===== config.mk =====
export PLATFORM = sky130hd
export DESIGN_NAME = ttsc_put_step
export DESIGN_NICKNAME = d
export VERILOG_FILES = /design/src/rtl/core/ttsc_pkg.sv /design/src/rtl/core/ttsc_put_step.sv
export SDC_FILE = /design/constraint.sdc
export NUM_CORES = 1
export LEC_CHECK = 0
export BUFFER_PORTS_ARGS = -buffer_cell sky130_fd_sc_hd__buf_4
export CORE_MARGIN = 2
export CORE_UTILIZATION = 42
export DETAILED_ROUTE_END_ITERATION = 12
export PLACE_DENSITY = 0.82
export SYNTH_ARGS = -nofsm -noshare
export SYNTH_HDL_FRONTEND = slang
export SYNTH_SLANG_ARGS = --single-unit

===== constraint.sdc =====
create_clock -name vclk -period 1.4
set_input_delay 0.07 -clock vclk [all_inputs]
set_output_delay 0.07 -clock vclk [all_outputs]
set_load 0.005 [all_outputs]

===== src/rtl/core/ttsc_pkg.sv =====
// Shared constants, types and functions of the text terminal controller.
`timescale 1ns / 1ps

package ttsc_pkg;

   // Default screen geometry
   localparam int SCREEN_ROWS_DEF = 24;
   localparam int SCREEN_COLS_DEF = 40;

   // Word field widths
   localparam int FUNC_W   = 2;
   localparam int CHAR_W   = 8;
   localparam int ROW_FW   = 5;
   localparam int COL_FW   = 6;
   localparam int SHOWN_W  = 7;

   // Configuration port
   localparam int CSR_INDEX_W = 1;
   localparam int CSR_DATA_W  = 8;
   localparam logic [CSR_INDEX_W-1:0] CSR_BLINK_PERIOD = 1'd0;
   localparam logic [CSR_INDEX_W-1:0] CSR_CURSOR_GLYPH = 1'd1;
   localparam logic [7:0] BLINK_PERIOD_RESET = 8'd10;
   localparam logic [6:0] CURSOR_GLYPH_RESET = 7'd64;

   // Character codes
   localparam logic [CHAR_W-1:0] CH_BS    = 8'd8;
   localparam logic [CHAR_W-1:0] CH_NL    = 8'd10;
   localparam logic [CHAR_W-1:0] CH_CR    = 8'd13;
   localparam logic [CHAR_W-1:0] CH_SPACE = 8'd32;
   localparam logic [CHAR_W-1:0] CH_QMARK = 8'd63;
   localparam logic [CHAR_W-1:0] CH_FIRST_SHOWN = 8'd32;
   localparam logic [CHAR_W-1:0] CH_LAST_SHOWN  = 8'd127;

   // Command codes
   typedef enum logic [FUNC_W-1:0] {
      FUNC_PUT   = 2'd0,
      FUNC_TICK  = 2'd1,
      FUNC_READ  = 2'd2,
      FUNC_CLEAR = 2'd3
   } func_type;

   // Control flags of one put-character step
   typedef struct packed {
      logic write_cell;   // a cell is written
      logic blank_write;  // the written value is a space
      logic scroll;       // the screen moves up one row
   } put_ctl_type;

   // Map a stored code to the displayed code
   function automatic logic [SHOWN_W-1:0] map_shown(input logic [CHAR_W-1:0] code);
      if (code < CH_FIRST_SHOWN || code > CH_LAST_SHOWN) begin
         return CH_QMARK[SHOWN_W-1:0];
      end
      return code[SHOWN_W-1:0];
   endfunction

endpackage


===== src/rtl/core/ttsc_put_step.sv =====
// Cursor movement and cell write decision for one put-character command.
`timescale 1ns / 1ps

module ttsc_put_step #(
   parameter int SCREEN_ROWS = ttsc_pkg::SCREEN_ROWS_DEF,
   parameter int SCREEN_COLS = ttsc_pkg::SCREEN_COLS_DEF
) (
   input  logic [$clog2(SCREEN_ROWS)-1:0] row,
   input  logic [$clog2(SCREEN_COLS)-1:0] col,
   input  logic [ttsc_pkg::CHAR_W-1:0]    code,
   output logic [$clog2(SCREEN_ROWS)-1:0] next_row,
   output logic [$clog2(SCREEN_COLS)-1:0] next_col,
   output logic [$clog2(SCREEN_COLS)-1:0] write_col,
   output ttsc_pkg::put_ctl_type          ctl
);

   localparam int RW = $clog2(SCREEN_ROWS);
   localparam int CW = $clog2(SCREEN_COLS);
   localparam logic [RW-1:0] LAST_ROW = RW'(SCREEN_ROWS - 1);
   localparam logic [CW-1:0] LAST_COL = CW'(SCREEN_COLS - 1);

   logic [RW-1:0] down_row;
   logic          down_scroll;

   // Step to the next line, staying on the last one when the screen scrolls
   always_comb begin
      down_scroll = (row == LAST_ROW);
      down_row    = down_scroll ? row : row + RW'(1);
   end

   // Decode the byte
   always_comb begin
      next_row  = row;
      next_col  = col;
      write_col = col;
      ctl       = '0;
      case (code)
         ttsc_pkg::CH_NL: begin
            next_col   = '0;
            next_row   = down_row;
            ctl.scroll = down_scroll;
         end
         ttsc_pkg::CH_CR: begin
            next_col = '0;
         end
         ttsc_pkg::CH_BS: begin
            write_col       = (col != '0) ? col - CW'(1) : '0;
            next_col        = write_col;
            ctl.write_cell  = 1'b1;
            ctl.blank_write = 1'b1;
         end
         default: begin
            ctl.write_cell = 1'b1;
            if (col == LAST_COL) begin
               next_col   = '0;
               next_row   = down_row;
               ctl.scroll = down_scroll;
            end else begin
               next_col = col + CW'(1);
            end
         end
      endcase
   end

endmodule


==> summary.txt, run 1 <==
Outcome
  – Status: aborted with a tool error
  – Failed at: global routing
  – Halt Reason: [ERROR DPL-0038] Utilization greater than 100%, impossible to legalize

Logic synthesis
  – Proportion of synthesized area in mux cells: 3.54%
  – Synth Area in Adders: 5.89%
  – Synthesized instance count: 99
  – Cell area after synthesis: 637 um2
  – Leading area contributor after synthesis: nand2_1
  – Syn Nets: 121
  – Commonest cells post-synth: 15 x nand2_1, 9 x o21ai_0, 7 x a21oi_1, 5 x nor2_1
  – Ys Warns: 0
  – Compound-cell area share of the yosys netlist: about two fifths
  – Synth cell types: 43
  – Post-Synth XOR/XNOR Area: about 2.8%
  – Top-count cell post-synth: nand2_1
  – Synth top area share: 8.84%
  – Largest family of logic cells by synthesized area: simple AND/OR/NAND/NOR gates
  – Avg Synthesized Cell Area: 6.43 um2
  – Post-synthesis sequential area ratio: 0%
  – Top cells by area, synth: nand2_1 8.8%, o21ai_0 7.1%, ha_1 5.9%
  – Simple-Gate Fraction of Synth Area: 44.0%

STA
  – Worst_ep grt: next_row[0]
  – WEP type: primary output

Die
  – FP Rows: 14
  – Starting Density: between 40 and 50%
  – Io pins: 39
  – Die height: ~43 um
  – Die Span X: 42.9 um

Global route
  – Largest net degree at the start of global routing: 12

Placement
  – GP Congestion: 0.909
  – I/O Buffers: 39
  – DP Wirelength: 1.97 mm
## metrics by stage
stage                     area (um2)  instances  worst slack, ns  utilization [%]  setup TNS (ns)
after CTS                       1370        188           -0.134             93.2          -0.497
after global placement          1140        177           -0.160             77.4          -0.794
after detailed placement        1140        177           -0.214             77.4           -1.52
after floorplan                  644         99          0.00527                -               0
## kinds of logic after synthesis
family	Yosys count
AND/OR/NAND/NOR	48
AO/OA/AOI/OAI	37
adder cells (fa/ha/maj)	3
XOR/XNOR	2
buffers and inverters	7
multiplexers	2
## timing repair
| action | 4_1_cts |
|---|---|
| setup endpoints to repair | 15 |
| setup buffers | 10 |
| gates cloned | 1 |
| hold buffers | 0 |
| pin swaps | 18 |
| resized for setup | 37 |
==> run 2, diff against run 1 <==
- CORE_AREA: unset -> 2 2 63 65
- CORE_MARGIN: 2 -> unset
- CORE_UTILIZATION: 42 -> unset
- DIE_AREA: unset -> 0 0 65 67
- PLACE_DENSITY: 0.82 -> unset
- PLACE_DENSITY_LB_ADDON: unset -> 0.15
- clock period: 1.4 -> 1.82 ns (I/O delays scaled with it)
==> summary.txt, run 2 <==
Outcome
  – Status: completed (was aborted with a tool error)

Logic synthesis
  – Top-count cell post-synth: nand2_1 (unchanged)
  – Avg Synthesized Cell Area: 6.43 um2 (unchanged)
  – Top cells by area, synth: nand2_1 8.8%, o21ai_0 7.1%, ha_1 5.9% (unchanged)
  – Synth top area share: 8.84% (unchanged)
  – Post-synthesis sequential area ratio: 0% (unchanged)
  – Synth cell types: 43 (unchanged)
  – Synthesized instance count: 99 (unchanged)
  – Ys Warns: 0 (unchanged)
  – Leading area contributor after synthesis: nand2_1 (unchanged)
  – Commonest cells post-synth: 15 x nand2_1, 9 x o21ai_0, 7 x a21oi_1, 5 x nor2_1 (unchanged)
  – Cell area after synthesis: 637 um2 (unchanged)
  – Syn Nets: 121 (unchanged)

STA
  – Final setup vio count: 0
  – Min cycle time layout: 1.71 ns
  – Final Hold Viols: 0
  – RSZ-0062 raised after global routing: false
  – Slew HR: 78.1%
  – Final setup margin: 0.113 ns
  – Final Slew Violations: 0
  – Least-Margin Pin Slew: 0.327 ns
  – Highest Clock Rate: 586 MHz
  – Setup TNS: 0 ns
  – Hold slack: 0.466 ns
  – Part of the cycle the worst path needs: a little over nine tenths

Drt
  – Post-route DRC: 0
  – Via count: between 800 and 900
  – Post-Route WL: 2.16 mm
  – Post-DR vias/cell: approximately 4.7
  – Wire per inst: 11.4 um
  – ANT nets after route: 0
  – Drt first pass iters: 4
  – First DRT Iteration DRCs: 37

Pwr
  – VDD IR-drop max: 0.0000568 V
  – Comb pwr share: 100.0%
  – Switching pwr: between 0.00008 and 0.00009 W
  – Leak: between 0.4 and 0.5 nW
  – Clock network fraction of total power: 0%
  – PD cells: 169 nW/um2
  – Reg power frac: 0%
  – Switching Share: 47.0%
  – P_int: 0.0000914 W

Critical path
  – CP dominant cell by count: buf_4
  – Crit Path Class: input pin to output port
  – Worst Path Arrival: ~1.6 ns
  – CP cell instances: buf_4, nor4b_4, nand3_2, a22oi_2, and2_1, mux2_1, buf_4
  – Max FO, Critical Path: 4
  – Crit path max-delay family: simple AND/OR/NAND/NOR gates
  – Kind of end point of the critical path: output port
  – Critical Path Source Type: input pin
  – Slowest Stage Delay on Critical Path: 0.37 ns
  – Worst path buffer plus inverter count: 2
  – Critical path's slowest cell: nor4b_4
  – Req. time, crit path: 1.73 ns

Die
  – CORE AREA: about 3600 um2
  – Starting Density: 17.7% (was 43.3%)
  – Die Span X: 65 um (was 42.9 um)
  – FP Rows: 22 (was 14)
  – Io pins: 39 (unchanged)
  – Die height: 67 um (was 42.9 um)
  – Die Area: roughly 4400 um2

Final layout
  – Sequential cell count: 0
  – Most frequent cells in the layout: 45 x buf_4, 15 x nand2_1, 9 x o21ai_0
  – Layout area overhead: 60.5%
  – Fill count: 418
  – Clock buffer cells: 0
  – Ant diodes: 0
  – Most common cell after layout, fill and taps aside: buf_4
  – Multi-input gate area: 609 um2
  – Register area: 0 um2
  – Final net count: ~170
  – Share of cells above drive strength 1: about two fifths

CTS
  – Post-cts hold buffer count: 0 (unchanged)
  – Resized cells post-CTS: 0 (was 37)
  – Post-CTS Repair Setup Buffers: 0 (was 10)

Placement
  – Pre-CTS WS: 0.0966 ns (was -0.214 ns)
  – GP Congestion: 0.840 (was 0.909)
  – DP Wirelength: 1.89 mm (was 1.97 mm)
  – I/O Buffers: 39 (unchanged)

Global route
  – Grt met2 use: 17.1%
  – All-Layer GR Usage: 9.34%
  – First-pass GRT wire length: approximately 3.4 mm
  – GR met1 Demand/Resource: 12.3%
  – Number of global-route vias before repair: 773
  – Initial antenna violation count: 0
  – Met3 usage in global routing: 1.18%
  – Grt total ovfl: 0
  – Largest net degree at the start of global routing: 12
  – Gr busiest metal: met2

Run
  – Total of max-cap violations: 0

Min path
  – Worst min path class: input pin to output port
[run 2: cells by family after synthesis]
kind of cell | count (synthesis) | share of synthesized area, %
compound gates | 37 | 39.5
mux | 2 | 3.54
fa+ha+maj | 3 | 5.89
simple gates | 48 | 44.0
buf+inv | 7 | 4.32
xor+xnor | 2 | 2.75
[run 2: final cells by class]
class	instances	share of cell area, %
Tap cell	48	5.88
Multi-Input combinational cell	92	59.6
Timing Repair Buffer	45	33.0
Inverter	4	1.47
[run 2: power by group through the flow]
stage | registers [W] | clock network (W) | logic, W
2_1_floorplan | 0 | 0 | 0.0000743
3_3_place_gp | 0 | 0 | 0.000174
6_report | 0 | 0 | 0.000172
3_5_place_dp | 0 | 0 | 0.000174
5_1_grt | 0 | 0 | 0.000190
4_1_cts | 0 | 0 | 0.000175
[run 2: final timing paths]
check | start | to | slack (ns) | cells after the start
max | code[5] | next_row[1] | 0.11 | 7
min | row[0] | next_row[0] | 0.47 | 3
[run 2: routing by layer]
layer | routed length, um | part of all wire [%]
met3 | 109 | 5.0
met1 | 967 | 45
met5 | 0 | 0
met2 | 1080 | 50
met4 | 0 | 0
[run 2: through the flow]
stage,power (W),util (%),instances,area [um2]
floorplan,0.0000743,-,99,637
global placement,0.000174,28.3,189,1020
detailed placement,0.000174,28.3,189,1020
CTS,0.000175,28.3,189,1020
global route,0.000190,28.3,189,1020
finish,0.000172,28.3,189,1020
[run 2: worst min-delay path, cell delays in order]
cell and delay [ns]:
buf_4 0.10, xor2_1 0.06, buf_4 0.13
Note: power is estimated with default switching activity, not from simulation.
